<file path="src/rtl/core/hsw_pkg.sv">
`timescale 1ns / 1ps
// ----------------------------------------------------------------------------
// hsw_pkg: shared types and constants of the hash set of words
// Sizes of the bucket table, request codes, and the command and status
// bundles that pass between the controller and the datapath.
// ----------------------------------------------------------------------------
package hsw_pkg;

  // Table geometry. The bucket hash in hsw_dp uses 2^8 = -1 (mod 257).
  localparam int BUCKETS = 257;
  localparam int WAYS    = 4;
  localparam int SLOTS   = BUCKETS * WAYS;

  localparam int WORD_W = 64;
  localparam int MODE_W = 3;
  localparam int CNT_W  = 11;
  localparam int BIDX_W = $clog2(BUCKETS);
  localparam int BKT_W  = $clog2(BUCKETS + 1);
  localparam int FILL_W = $clog2(WAYS + 1);
  localparam int SLOT_W = $clog2(SLOTS);

  // Hash arithmetic widths.
  localparam int HSUM_W = 10;
  localparam int HT_W   = 12;
  localparam int HU_W   = 10;

  // Request codes.
  localparam logic [MODE_W-1:0] MODE_CLEAR      = 3'd0;
  localparam logic [MODE_W-1:0] MODE_ADD        = 3'd1;
  localparam logic [MODE_W-1:0] MODE_QUERY      = 3'd2;
  localparam logic [MODE_W-1:0] MODE_WALK_START = 3'd3;
  localparam logic [MODE_W-1:0] MODE_WALK_NEXT  = 3'd4;

  // Commands from the controller to the datapath.
  typedef struct packed {
    logic load_req;
    logic clr_start;
    logic clr_step;
    logic hash_lo;
    logic hash_hi;
    logic fill_rd_hash;
    logic fill_rd_walk;
    logic way_rst;
    logic way_rd;
    logic way_inc;
    logic add_wr;
    logic set_new;
    logic set_stored;
    logic set_full;
    logic walk_start;
    logic walk_next_bucket;
    logic walk_rd;
    logic walk_take;
    logic walk_end;
    logic out_load;
  } cmd_t;

  // Status from the datapath to the controller.
  typedef struct packed {
    logic [MODE_W-1:0] mode;
    logic              clr_last;
    logic              way_lt_fill;
    logic              hit;
    logic              fill_full;
    logic              walk_at_end;
    logic              walk_found;
    logic              phase;
    logic              out_busy;
  } sts_t;

  // Word store address of one way of one bucket.
  function automatic logic [SLOT_W-1:0] slot_addr(input logic [BIDX_W-1:0] b,
                                                  input logic [FILL_W-1:0] w);
    logic [SLOT_W-1:0] base;
    base = SLOT_W'(SLOT_W'(b) * SLOT_W'(WAYS));
    return SLOT_W'(base + SLOT_W'(w));
  endfunction

endpackage

</file>
<file path="src/rtl/core/hsw_ctrl.sv">
`timescale 1ns / 1ps
// ----------------------------------------------------------------------------
// hsw_ctrl: controller of the hash set of words
// State machine that sequences the clearing sweep, bucket probes, adds and
// walk steps by issuing commands to the datapath.
// ----------------------------------------------------------------------------
module hsw_ctrl (
  input  logic          clk,
  input  logic          rst_n,
  input  logic          in_valid,
  output logic          in_ready,
  input  hsw_pkg::sts_t sts,
  output hsw_pkg::cmd_t cmd
);

  typedef enum logic [12:0] {
    S_INIT  = 13'b0000000000001,
    S_IDLE  = 13'b0000000000010,
    S_DEC   = 13'b0000000000100,
    S_CLR   = 13'b0000000001000,
    S_HASH  = 13'b0000000010000,
    S_FRD   = 13'b0000000100000,
    S_PROBE = 13'b0000001000000,
    S_CMP   = 13'b0000010000000,
    S_WSEEK = 13'b0000100000000,
    S_WCHK  = 13'b0001000000000,
    S_WGET  = 13'b0010000000000,
    S_WEND  = 13'b0100000000000,
    S_RESP  = 13'b1000000000000
  } state_t;

  state_t state_r, state_nxt;

  // Next state and commands.
  always_comb begin
    state_nxt = state_r;
    cmd       = '0;
    in_ready  = 1'b0;
    unique case (state_r)
      S_INIT: begin
        cmd.clr_step = 1'b1;
        if (sts.clr_last) state_nxt = S_IDLE;
      end
      S_IDLE: begin
        in_ready = 1'b1;
        if (in_valid) begin
          cmd.load_req = 1'b1;
          state_nxt    = S_DEC;
        end
      end
      S_DEC: begin
        unique case (sts.mode)
          hsw_pkg::MODE_CLEAR: begin
            cmd.clr_start = 1'b1;
            state_nxt     = S_CLR;
          end
          hsw_pkg::MODE_ADD, hsw_pkg::MODE_QUERY: begin
            cmd.hash_lo = 1'b1;
            state_nxt   = S_HASH;
          end
          hsw_pkg::MODE_WALK_START: begin
            cmd.walk_start = 1'b1;
            state_nxt      = S_WSEEK;
          end
          hsw_pkg::MODE_WALK_NEXT: state_nxt = S_WSEEK;
          default: state_nxt = S_RESP;
        endcase
      end
      S_CLR: begin
        cmd.clr_step = 1'b1;
        if (sts.clr_last) state_nxt = S_RESP;
      end
      S_HASH: begin
        cmd.hash_hi = 1'b1;
        state_nxt   = S_FRD;
      end
      S_FRD: begin
        cmd.fill_rd_hash = 1'b1;
        cmd.way_rst      = 1'b1;
        state_nxt        = S_PROBE;
      end
      S_PROBE: begin
        priority if (sts.way_lt_fill) begin
          cmd.way_rd = 1'b1;
          state_nxt  = S_CMP;
        end else if (sts.mode != hsw_pkg::MODE_ADD) begin
          cmd.set_new = 1'b1;
          state_nxt   = S_RESP;
        end else if (sts.fill_full) begin
          cmd.set_new  = 1'b1;
          cmd.set_full = 1'b1;
          state_nxt    = S_RESP;
        end else begin
          cmd.set_new    = 1'b1;
          cmd.set_stored = 1'b1;
          cmd.add_wr     = 1'b1;
          state_nxt      = S_RESP;
        end
      end
      S_CMP: begin
        if (sts.hit) begin
          state_nxt = S_RESP;
        end else begin
          cmd.way_inc = 1'b1;
          state_nxt   = S_PROBE;
        end
      end
      S_WSEEK: begin
        if (sts.walk_at_end) begin
          state_nxt = S_WEND;
        end else begin
          cmd.fill_rd_walk = 1'b1;
          state_nxt        = S_WCHK;
        end
      end
      S_WCHK: begin
        priority if (!sts.walk_found) begin
          cmd.walk_next_bucket = 1'b1;
          state_nxt            = S_WSEEK;
        end else if (sts.phase) begin
          state_nxt = S_RESP;
        end else begin
          cmd.walk_rd = 1'b1;
          state_nxt   = S_WGET;
        end
      end
      S_WGET: begin
        cmd.walk_take = 1'b1;
        state_nxt     = S_WSEEK;
      end
      S_WEND: begin
        cmd.walk_end = 1'b1;
        state_nxt    = S_RESP;
      end
      S_RESP: begin
        if (!sts.out_busy) begin
          cmd.out_load = 1'b1;
          state_nxt    = S_IDLE;
        end
      end
      default: state_nxt = S_INIT;
    endcase
  end

  // State register; reset starts the clearing sweep.
  always_ff @(posedge clk) begin
    if (!rst_n) begin
      state_r <= S_INIT;
    end else begin
      state_r <= state_nxt;
    end
  end

endmodule

</file>
<file path="config.mk">
export PLATFORM = sky130hd
export DESIGN_NAME = hsw_ctrl
export DESIGN_NICKNAME = d
export VERILOG_FILES = /design/src/rtl/core/hsw_pkg.sv /design/src/rtl/core/hsw_ctrl.sv
export SDC_FILE = /design/constraint.sdc
export NUM_CORES = 1
export LEC_CHECK = 0
export ABC_AREA = 1
export BUFFER_PORTS_ARGS = -buffer_cell sky130_fd_sc_hd__buf_2
export CAP_MARGIN = 20
export CORE_ASPECT_RATIO = 1.2
export CORE_MARGIN = 2
export CORE_UTILIZATION = 47
export CTS_CLUSTER_DIAMETER = 200
export DETAILED_ROUTE_END_ITERATION = 12
export HOLD_SLACK_MARGIN = 0.06
export MAX_ROUTING_LAYER = met4
export PLACE_DENSITY = 0.75
export SKIP_LAST_GASP = 1
export SYNTH_ARGS = -nofsm -noshare
export SYNTH_HDL_FRONTEND = slang
export SYNTH_SLANG_ARGS = --single-unit
</file>
<file path="constraint.sdc">
create_clock -name clk -period 1.4 [get_ports clk]
set_input_delay 0.14 -clock clk [delete_from_list [all_inputs] [get_ports clk]]
set_output_delay 0.14 -clock clk [all_outputs]
set_load 0.02 [all_outputs]
</file>
==> results.md, run 1 <==
* Clock Root Buffer: clkbuf_4
* Top FF cell, synth: dfxtp_1
* Synth unique cells at 26
* Async set-reset flop share out of synthesis at 0%
* IO Port Bufs at 34
* Synth top area share at roughly a quarter
* Post-synth EDFFs at 0
* Synth Net Count at roughly 180
* Post-DP HPWL at 2290 microns
* Synthesized area per cell at 6.80 sq um
* Worst_ep grt: cmd[18]
* RePlAce Congestion at just under 0.9
* Tool error message: [ERROR DPL-0033] detailed placement checks failed during check placement.
* Die Span Y at 57.0 microns
* Synth warn at 0
* Initial antenna violation count at 0
* Dpl ws at -81.9 ps
* Row cnt at 19
* Synthesized area at 0.00110 sq mm
* Initial Utilization at 48.8%
* Most common cell in the netlist: nor2_1
* Die width at 48.2 microns
* Worst End Pin Type: top-level output
* Post-Syn Instances at approximately 160
* Yosys reg bits at 13
* H-tree lvl count at 1
* Synth cell count leaders: 29 x nor2_1, 25 x inv_1, 24 x nand2_1
* Synth area leaders: dfxtp_1 24%, nor2_1 9.9%, inv_1 8.5%
* Num CTS Buffers at 3
* Halt Stage: global routing
* TritonCTS Sinks at 13
* I/O Pins at 35
* Area leader, netlist: dfxtp_1
* Largest net degree at the start of global routing at 9
* Bufs on Longest Clock Path at 2
* Seq/Total Area, Yosys at 23.6%
* Placed cells at between 200 and 250
* Status: aborted with a tool error
==> per-stage QoR <==
step | util [%] | area [sq um]
2_1_floorplan | - | 1130
3_3_place_gp | 63.9 | 1440
3_5_place_dp | 63.9 | 1440
4_1_cts | 83.9 | 1890
==> cells by family after synthesis <==
family / Yosys count / synth area share, %
DFF: 13 / 23.6
AOI/OAI and AO/OA: 13 / 6.82
buffers and inverters: 31 / 11.2
and+or+nand+nor: 105 / 58.3
==> what timing repair did <==
item                                   in CTS
hold buffers                                2
setup endpoints to repair                  25
endpoints found under the hold margin       2
setup buffers                              23
pin swaps                                  20
gates resized for setup                    74
==> inputs of run 2 (changes only) <==
CORE_AREA = 2 2 63 65   (was not set)
CORE_ASPECT_RATIO = not set   (was 1.2)
CORE_MARGIN = not set   (was 2)
CORE_UTILIZATION = not set   (was 47)
CTS_CLUSTER_DIAMETER = not set   (was 200)
DIE_AREA = 0 0 65 67   (was not set)
HOLD_SLACK_MARGIN = not set   (was 0.06)
MAX_ROUTING_LAYER = not set   (was met4)
PLACE_DENSITY = not set   (was 0.75)
PLACE_DENSITY_LB_ADDON = 0.15   (was not set)
==> run 2 against run 1 <==
The flow now finishes, with violations (setup timing). Synthesized area unchanged. Synthesized cell count stayed put.
==> results.md, run 2 <==
* Status: finished, violations left (was aborted with a tool error)
* Failing checks: setup timing
* Largest net degree at the start of global routing at 9
* Max-cap violation count at 0
* Max-slew violation count at 0
* Post-Syn Instances at 162 (unchanged)
* Grt total ovfl at 0
* Slew of the pin with the lowest slew margin at 377 ps
* Clock Root Buffer: clkbuf_8 (was clkbuf_4)
* Crit end category: output port
* Placeable Area at between 0.003 and 0.004 sq mm
* Cell Pwr Density at approximately 950 mW/mm^2
* Max FO, Critical Path at 5
* Bufs on Longest Clock Path at 2 (unchanged)
* H-tree lvl count at 1 (unchanged)
* Worst path max stage delay at 340 ps
* Yosys reg bits at 13 (unchanged)
* Class of the worst hold path: primary input to flop
* Dpl ws at -100 ps (was -81.9 ps)
* Row cnt at 22 (was 19)
* Nets at 259
* RSZ-0062 raised after global routing: yes
* Area growth, synth to finish at 86.8%
* Seq/Total Area, Yosys at 23.6% (unchanged)
* Synthesized area at 0.00110 sq mm (unchanged)
* Largest regs: state_r x13
* Final min period at about 1700 ps
* Num CTS Buffers at 3 (unchanged)
* Synth warn at 0 (unchanged)
* Final WS setup at -284 ps
* Top FF cell, synth: dfxtp_1 (unchanged)
* Initial Utilization at 30.5% (was 48.8%)
* Most common cell in the netlist: nor2_1 (unchanged)
* Placed cells at 263 (was 241)
* Post-synth EDFFs at 0 (unchanged)
* Worst-path cell chain: nor2_4, nand2_8, nor2_8, buf_6, nand2_4, buf_4, nor2_1, buf_4
* Die ar. at 0.00436 sq mm
* Max reg flops at 13
* Core Util, Final at between 50% and 60%
* TritonCTS Sinks at 13 (unchanged)
* Endpoints failing hold at 0
* Die Span Y at 67 microns (was 57.0 microns)
* Initial antenna violation count at 0
* Die width at 65 microns (was 48.2 microns)
* Antenna Cells at 0
* Worst path most repeated cell: buf_4
* Drt total wl at 3530 microns
* Vias in the first global route at ~1,300
* Synth top area share at 23.6% (unchanged)
* Clk pin slew, worst setup/hold paths at 70 ps
* Most frequent cells in the layout: 41 x buf_4, 26 x buf_6, 21 x inv_1, 21 x nor2_1, 20 x nand2_1
* Overall global routing resource usage at 16.9%
* I/O Pins at 35 (unchanged)
* Fin crit share at 120%
* # DRC at 0
* Synthesized area per cell at 6.80 sq um (unchanged)
* Largest reg by FF count: state_r
* Delay-heaviest family, CP: simple AND/OR/NAND/NOR gates
* Worst Setup Path Type: flop to output port
* WP buf/inv at 3
* Hold Buf Count CTS at 0 (was 2)
* Peak VDD IR at 0.556 mV
* DR vias at 1,294
* Clock skew at 2.81 ps
* Post-DP HPWL at 2430 microns (was 2290 microns)
* Clock Latency Late Sink at 250 ps
* Max_slew headroom at 74.6%
* IO Port Bufs at 34 (unchanged)
* Worst Path Required at approximately 1300 ps
* Final hold slack at ~64 ps
* Most common cell after layout, fill and taps aside: buf_4
* Max Clock Freq at 594 MHz
* Pleak at 1.03 nW
* Synth cell count leaders: 29 x nor2_1, 25 x inv_1, 24 x nand2_1 (unchanged)
* Total power at 1.95 mW
* Synth unique cells at 26 (unchanged)
* Fin cells at 292
* CP startpoint kind: flop
* Async set-reset flop share out of synthesis at 0% (unchanged)
* Drt pass-1 iters at 4
* Vias/cell at ~4.4
* DR WL/cell at 12.1 microns
* Layout cells sized above 1 at 63.9%
* Area leader, netlist: dfxtp_1 (unchanged)
* DRT antenna net count at 0
* Worst EP arrival at 1540 ps
* RePlAce Congestion at 0.775 (was 0.883)
* Slowest CP cell: dfxtp_2
* Final setup violating endpoints at 30
* Synth area leaders: dfxtp_1 24%, nor2_1 9.9%, inv_1 8.5% (unchanged)
* Global-route wire length before repair at 5710 microns
* Initial DRC count at 21
* Synth Net Count at 176 (unchanged)
* CTS tree: built
[run 2: cell counts after synthesis]
No cell type changed its count.
[run 2: cell families after synthesis]
family	count (synthesis)	share of synthesized area, %
buffers and inverters	31	11.2
flip-flops	13	23.6
AO/OA/AOI/OAI	13	6.82
AND/OR/NAND/NOR	105	58.3
[run 2: final cells by class]
type / count / area [sq um]
fillers: 319 / 1550
inverters: 29 / 111
multi-input cells: 118 / 896
well taps: 48 / 60.1
flip-flops and latches: 13 / 279
repair buffers: 80 / 666
clock buffers: 4 / 45.0
[run 2: final timing paths]
check                  start    endpoint  slack, ps  cells past startpoint
setup / recovery  state_r[0]     cmd[13]       -280                      8
hold / removal        sts[3]  state_r[9]         60                      2
setup reg to reg  state_r[9]  state_r[3]       -230                     12
hold reg to reg   state_r[3]  state_r[3]        620                      3
[run 2: per-layer routing]
metal	GRT usage, %	up-vias	wire [microns]
met5	0	-	0
met4	6.38	0	33
met3	1.86	2	147
met2	29.5	34	1810
met1	21.1	588	1530
li1	-	670	-
[run 2: worst reg2reg max path, stage by stage (launching register included)]
cell and delay [ps]:
dfxtp_4 360, nor2_4 120, nand2_4 80, nor2_8 180, buf_6 130, nand3b_4 80, nand2_4 70, buf_6 110
buf_4 100, nand2_2 40, nand3_2 100, nand2_1 70, a21oi_1 110
[run 2: power breakdown]
part,switching [mW],internal [mW]
Sequential,0.0388,0.401
Combinational,0.565,0.582
Clock,0.161,0.202
Total,0.765,1.18
[run 2: metrics by stage]
stage               TNS [ps]  cell area (sq um)
floorplan               -238               1130
global placement        -429               1500
detailed placement      -615               1500
CTS                    -6370               1840
global route           -8120               2060
finish                 -5740               2060
[run 2: timing repair]
item	CTS	global route
buffers inserted	15	10
pin swaps	13	17
resized for setup	52	48
cloned	0	0
setup endpoints to repair	26	30
No activity file was read; power rests on OpenSTA's default activity.
==> inputs of run 3 (changes only) <==
BUFFER_PORTS_ARGS = -buffer_cell sky130_fd_sc_hd__buf_4   (was -buffer_cell sky130_fd_sc_hd__buf_2)
RECOVER_POWER = 50   (was not set)
==> run 3 against run 2 <==
The run still ends with setup timing left. Die area stayed put. Clock skew is 1.6 ps higher. Setup slack better by 22 ps. First-iteration DRC count is 29% higher. Register-to-register slack better by 30 ps. Design area is 1.0% higher. Utilization is 0.59 points higher. Largest power group unchanged.
==> results.md, run 3 (synthesized netlist as in run 2, its figures left out) <==
* Fin crit share at 119% (was 120%)
* Int Power at 1.14 mW (was 1.18 mW)
* Max-cap violation count at 0 (unchanged)
* Failing checks: setup timing (unchanged)
* Initial DRC count at 27 (was 21)
* IO Port Bufs at 34 (unchanged)
* Row cnt at 22 (unchanged)
* Slew of the pin with the lowest slew margin at 437 ps (was 377 ps)
* DR vias at 1,302 (was 1,294)
* Max-slew violation count at 0 (unchanged)
* Worst Setup Path Type: flop to output port (unchanged)
* Initial Utilization at 30.5% (unchanged)
* Final setup violating endpoints at 27 (was 30)
* CP startpoint kind: flop (unchanged)
* Clk pwr share at 19.2% (was 18.6%)
* H-tree lvl count at 1 (unchanged)
* Area growth, synth to finish at 88.7% (was 86.8%)
* Bufs on Longest Clock Path at 2 (unchanged)
* Hold Buf Count CTS at 0 (unchanged)
* Pleak at 1.02 nW (was 1.03 nW)
* RSZ-0062 raised after global routing: yes (unchanged)
* Psw at 764 uW (was 765 uW)
* Dpl ws at -92.0 ps (was -100 ps)
* Critical path depth in cells at 6 (was 8)
* Class of the worst hold path: primary input to flop (unchanged)
* Cell Pwr Density at 917 mW/mm^2 (was 948 mW/mm^2)
* Final min period at 1660 ps (was 1680 ps)
* Initial antenna violation count at 0 (unchanged)
* Grt total ovfl at 0 (unchanged)
* Fin cells at 284 (was 292)
* Peak VDD IR at 0.387 mV (was 0.556 mV)
* Sw Ratio at 40.1% (was 39.2%)
* GR Util met3 at 2.53% (was 1.86%)
* Met1 Use GR at 18.8% (was 21.1%)
* Worst Path Required at 1260 ps (about the same)
* Total power at 1.91 mW (was 1.95 mW)
* Drt pass-1 iters at 4 (unchanged)
* Max reg flops at 13 (unchanged)
* Largest net degree at the start of global routing at 9 (unchanged)
* Endpoints failing hold at 0 (unchanged)
* Delay-heaviest family, CP: simple AND/OR/NAND/NOR gates (unchanged)
* DRT antenna net count at 0 (unchanged)
* Global-route layer with the greatest usage: met2 (unchanged)
* Num CTS Buffers at 3 (unchanged)
* CTS tree: built (unchanged)
* I/O Pins at 35 (unchanged)
* WHS Path Cells at 2 (unchanged)
* Final hold slack at 63.1 ps (was 63.5 ps)
* Clock skew at 4.37 ps (was 2.81 ps)
* Final WS setup at -262 ps (was -284 ps)
* DR WL/cell at 12.5 microns (was 12.1 microns)
* Clock Latency Late Sink at 260 ps (was 250 ps)
* Die ar. at 0.00436 sq mm (unchanged)
* # DRC at 0 (unchanged)
* Nets at 251 (was 259)
* Worst path most repeated cell: nor2_4 (was buf_4)
* Clock Root Buffer: clkbuf_8 (unchanged)
* Global-route wire length before repair at 5710 microns (about the same)
* Max_slew headroom at 70.5% (was 74.6%)
* Worst path max stage delay at 330 ps (was 340 ps)
* RePlAce Congestion at 0.824 (was 0.775)
* Post-DP HPWL at 2500 microns (was 2430 microns)
* Overall global routing resource usage at 17.4% (was 16.9%)
* Max FO, Critical Path at 6 (was 5)
* Largest regs: state_r x13 (unchanged)
* Worst EP arrival at 1520 ps (was 1540 ps)
* Core Util, Final at 57.6% (was 57.0%)
* Sequential power share at 23.1% (was 22.6%)
* GR Util met2 at 32.3% (was 29.5%)
* Most common cell after layout, fill and taps aside: buf_4 (unchanged)
* Vias in the first global route at 1,323 (was 1,308)
* Slowest CP cell: dfxtp_2 (unchanged)
* Largest reg by FF count: state_r (unchanged)
* Layout cells sized above 1 at 69.1% (was 63.9%)
* Placed cells at 253 (was 263)
* TritonCTS Sinks at 13 (unchanged)
* Most frequent cells in the layout: 49 x buf_4, 23 x buf_6, 19 x inv_1 (was 41 x buf_4, 26 x buf_6, 21 x inv_1, 21 x nor2_1, 20 x nand2_1)
* WP buf/inv at 1 (was 3)
* Max Clock Freq at 602 MHz (was 594 MHz)
* Status: finished, violations left (unchanged)
* Die Span Y at 67 microns (unchanged)
* Antenna Cells at 0 (unchanged)
* Drt total wl at 3560 microns (was 3530 microns)
* Crit end category: output port (unchanged)
* FF-to-FF path depth at 13 (was 12)
* Worst-path cell chain: nor2_4, nand2_8, nor2_4, nand3_4, nor3b_2, buf_4 (was nor2_4, nand2_8, nor2_8, buf_6, nand2_4, buf_4, nor2_1, buf_4)
* Clk pin slew, worst setup/hold paths at 60 ps (was 70 ps)
* Vias/cell at 4.58 (was 4.43)
* Die width at 65 microns (unchanged)
* Placeable Area at 0.00361 sq mm (unchanged)
* Logic pwr share at 57.7% (was 58.8%)
-- run 3: worst paths after layout --
| check | from | end | slack, ps |
|---|---|---|---|
| setup / recovery | state_r[1] | cmd[6] | -260 |
| hold / removal | sts[3] | state_r[9] | 60 |
| setup reg to reg | state_r[1] | state_r[0] | -200 |
| hold reg to reg | state_r[3] | state_r[3] | 500 |
-- run 3: repair_timing --
item                                   CTS  global route
setup endpoints to repair               29            30
resized for setup                       49            44
pin swaps                               13            16
buffers inserted                        17            10
endpoints found under the hold margin    0             0
-- run 3: layout make-up --
cell class / instances / area (sq um)
Sequential cell: 13 / 280
Tap cell: 48 / 60.1
Multi-Input combinational cell: 118 / 952
Fill cell: 337 / 1530
Timing Repair Buffer: 72 / 627
Inverter: 29 / 114
Clock buffer: 4 / 45.0
-- run 3: power by group through the flow --
| stage | Combinational (mW) | Sequential, mW | Clock, mW |
|---|---|---|---|
| floorplan | 0.475 | 0.442 | 0 |
| global placement | 0.751 | 0.444 | 0 |
| detailed placement | 0.760 | 0.446 | 0 |
| CTS | 0.985 | 0.443 | 0.365 |
| global route | 1.18 | 0.443 | 0.391 |
| finish | 1.10 | 0.441 | 0.365 |
-- run 3: routing by layer --
metal  wire [microns]  part of all wire, %
met1             1450                   41
met3              122                  3.4
met2             1870                   53
met4              114                  3.2
met5                0                    0
-- run 3: stage by stage --
stage / area (sq um) / setup TNS (ps)
2_1_floorplan: 1130 / -238
3_3_place_gp: 1510 / -247
3_5_place_dp: 1510 / -378
4_1_cts: 1860 / -5240
5_1_grt: 2080 / -7130
6_report: 2080 / -5020
==> inputs of run 4 (changes only) <==
ABC_AREA = 0   (was 1)
CORE_AREA = not set   (was 2 2 63 65)
CORE_MARGIN = 2   (was not set)
CORE_UTILIZATION = 32   (was not set)
DIE_AREA = not set   (was 0 0 65 67)
==> run 4 against run 3 <==
Utilization grew 6.9 points. Final cell count fell by 2.1%. Critical path depth unchanged. Setup slack lost 410 ps. The run still ends with setup timing left. Largest power group unchanged. Highest routed layer unchanged.
==> results.md, run 4 <==
* Clk pin slew, worst setup/hold paths at 60 ps (about the same)
* Synthesized area per cell at 8.08 sq um (was 6.80 sq um)
* Async set-reset flop share out of synthesis at 0% (unchanged)
* Sw Ratio at 38.7% (was 40.1%)
* Largest regs: state_r x13 (unchanged)
* Synth Net Count at 162 (was 176)
* I/O Pins at 35 (unchanged)
* Bufs on Longest Clock Path at 2 (unchanged)
* Crit end category: output port (unchanged)
* Int Power at 1.38 mW (was 1.14 mW)
* Placed cells at 254 (was 253)
* Pleak at 0.988 nW (was 1.02 nW)
* Cell Pwr Density at 958 mW/mm^2 (was 917 mW/mm^2)
* Critical path capture point: cmd[19] (was cmd[6])
* Fill cells at 306 (was 337)
* Max reg flops at 13 (unchanged)
* Reg-to-Reg Start: state_r[5] (was state_r[1])
* # DRC at 0 (unchanged)
* Failing checks: setup timing (unchanged)
* Most frequent cells in the layout: 66 x buf_4, 27 x buf_6, 11 x nor2_1 (was 49 x buf_4, 23 x buf_6, 19 x inv_1)
* Global-route wire length before repair at 6550 microns (was 5710 microns)
* Max-cap violation count at 0 (unchanged)
* Slew of the pin with the lowest slew margin at 418 ps (was 437 ps)
* RSZ-0062 raised after global routing: yes (unchanged)
* Psw at 869 uW (was 764 uW)
* Post-synth EDFFs at 0 (unchanged)
* Grt total ovfl at 0 (unchanged)
* Drt total wl at 4430 microns (was 3560 microns)
* Area growth, synth to finish at 96.0% (was 88.7%)
* Clock skew at 6.58 ps (was 4.37 ps)
* Hold Buf Count CTS at 0 (unchanged)
* Endpoints failing hold at 0 (unchanged)
* Seq/Total Area, Yosys at 21.8% (was 23.6%)
* Initial DRC count at 80 (was 27)
* DR vias at 1,454 (was 1,302)
* Largest net degree at the start of global routing at 14 (was 9)
* Flop-to-flop setup slack at -510 ps (was -200 ps)
* Most common cell after layout, fill and taps aside: buf_4 (unchanged)
* Initial antenna violation count at 0 (unchanged)
* Synth unique cells at 51 (was 26)
* DR WL/cell at 15.9 microns (was 12.5 microns)
* Status: finished, violations left (unchanged)
* Reg-to-Reg End: state_r[1] (was state_r[0])
* Vias in the first global route at 1,426 (was 1,323)
* Logic pwr share at 63.6% (was 57.7%)
* Post-DP HPWL at 2950 microns (was 2500 microns)
* Worst Path Required at 1260 ps (about the same)
* Peak VDD IR at 0.937 mV (was 0.387 mV)
* CP Launch Point: state_r[5] (was state_r[1])
* TritonCTS Sinks at 13 (unchanged)
* Max Clock Freq at 482 MHz (was 602 MHz)
* Final WS setup at -674 ps (was -262 ps)
* Synthesized area at 0.00120 sq mm (was 0.00110 sq mm)
* Antenna Cells at 0 (unchanged)
* Drt pass-1 iters at 4 (unchanged)
* H-tree lvl count at 1 (unchanged)
* Fin cells at 278 (was 284)
* Synth warn at 0 (unchanged)
* Vias/cell at 5.23 (was 4.58)
* Placeable Area at 0.00363 sq mm (was 0.00361 sq mm)
* Nets at 245 (was 251)
* Clock Root Buffer: clkbuf_8 (unchanged)
* Max FO, Critical Path at 3 (was 6)
* Largest reg by FF count: state_r (unchanged)
* CTS tree: built (unchanged)
* Layout cells sized above 1 at 68.3% (was 69.1%)
* Total power at 2.25 mW (was 1.91 mW)
* Core Util, Final at 64.5% (was 57.6%)
* Sequential power share at 20.7% (was 23.1%)
* Clk pwr share at 15.6% (was 19.2%)
* Area leader, netlist: dfxtp_1 (unchanged)
* Synth cell count leaders: 13 x dfxtp_1, 13 x nor2_1, 9 x inv_1 (was 29 x nor2_1, 25 x inv_1, 24 x nand2_1)
* Clock Latency Late Sink at 250 ps (was 260 ps)
* Post-Syn Instances at 148 (was 162)
* RePlAce Congestion at 0.813 (was 0.824)
* Die ar. at 0.00424 sq mm (was 0.00436 sq mm)
* Fin crit share at 148% (was 119%)
* Final min period at 2070 ps (was 1660 ps)
* Row cnt at 22 (unchanged)
* FF-to-FF path depth at 7 (was 13)
* Worst EP arrival at 1930 ps (was 1520 ps)
* Top FF cell, synth: dfxtp_1 (unchanged)
* Max_slew headroom at 71.8% (was 70.5%)
* Die Span Y at 65.1 microns (was 67 microns)
* Final setup violating endpoints at 32 (was 27)
* CP startpoint kind: flop (unchanged)
* Overall global routing resource usage at 19.9% (was 17.4%)
* Class of the worst hold path: primary input to flop (unchanged)
* Num CTS Buffers at 3 (unchanged)
* Max-slew violation count at 0 (unchanged)
* Yosys reg bits at 13 (unchanged)
* Die width at 65.1 microns (was 65 microns)
* Initial Utilization at 32.9% (was 30.5%)
* Synth area leaders: dfxtp_1 22%, nor4b_1 5.9%, nor2_1 4.1% (was dfxtp_1 24%, nor2_1 9.9%, inv_1 8.5%)
* Worst Setup Path Type: flop to output port (unchanged)
* DRT antenna net count at 0 (unchanged)
* Synth top area share at 21.8% (was 23.6%)
* IO Port Bufs at 34 (unchanged)
[run 4: repair_timing]
| item | 4_1_cts | 5_1_grt |
|---|---|---|
| cloned | 0 | 0 |
| pin swaps | 16 | 15 |
| setup buffers | 5 | 16 |
| endpoints found under the setup margin | 33 | 34 |
| endpoints found under the hold margin | 0 | 0 |
| gates resized for setup | 38 | 34 |
[run 4: through the flow]
stage / instance area (sq um) / setup WS [ps] / hold WS [ps] / setup TNS [ps]
after floorplan: 1390 / -454 / 258 / -7030
after CTS: 2090 / -616 / 152 / -12270
after global routing: 2340 / -724 / 183 / -15750
after global placement: 1870 / -366 / 396 / -6680
after detailed placement: 1870 / -377 / 410 / -7100
final: 2340 / -674 / 158 / -13650
[run 4: logic make-up (layout without fill, tap and decap cells)]
| group | Yosys count | after routing | synth area share (%) |
|---|---|---|---|
| DFF | 13 | 13 | 21.8 |
| xor gates and xnor gates | 7 | 7 | 5.13 |
| buffers and inverters | 25 | 107 | 9.41 |
| muxes | 1 | 1 | 0.837 |
| AOI/OAI and AO/OA | 19 | 19 | 11.2 |
| and+or+nand+nor | 83 | 83 | 51.7 |
[run 4: critical path, cell delays in order, from the launching register on]
cell	delay (ps)
dfxtp_2	330
or4_4	570
nor3_4	300
nand3_2	160
inv_2	100
and2_4	140
buf_6	110
[run 4: area by class of cell]
cell class | count | area (sq um) | share of cell area, %
multi-input cells | 110 | 1110 | 47.2
repair buffers | 94 | 815 | 34.7
flip-flops and latches | 13 | 283 | 12.1
well taps | 48 | 60.1 | 2.56
clock buffers | 4 | 45.0 | 1.92
inverters | 9 | 36.3 | 1.55
[run 4: routing by layer]
metal / share of wire [%] / GRT usage (%)
met1: 43 / 23.0
met2: 50 / 36.7
met3: 5.1 / 4.45
met4: 2.1 / 5.47
met5: 0 / 0
[run 4: power by group through the flow]
stage               Sequential, mW  Clock, mW  Combinational, mW
finish                       0.466      0.352               1.43
global route                 0.470      0.373               1.51
CTS                          0.450      0.360               1.04
detailed placement           0.457          0              0.912
global placement             0.455          0              0.899
floorplan                    0.423          0              0.604
[run 4: worst min-delay path by stage]
stage | to | slack, ps | depth (start not counted) | from
2_1_floorplan | state_r[11] | 260 | 2 | sts[3]
3_3_place_gp | state_r[11] | 400 | 3 | sts[3]
3_5_place_dp | state_r[11] | 410 | 3 | sts[3]
4_1_cts | state_r[11] | 150 | 3 | sts[3]
5_1_grt | state_r[11] | 180 | 3 | sts[3]
6_report | state_r[11] | 160 | 3 | sts[3]
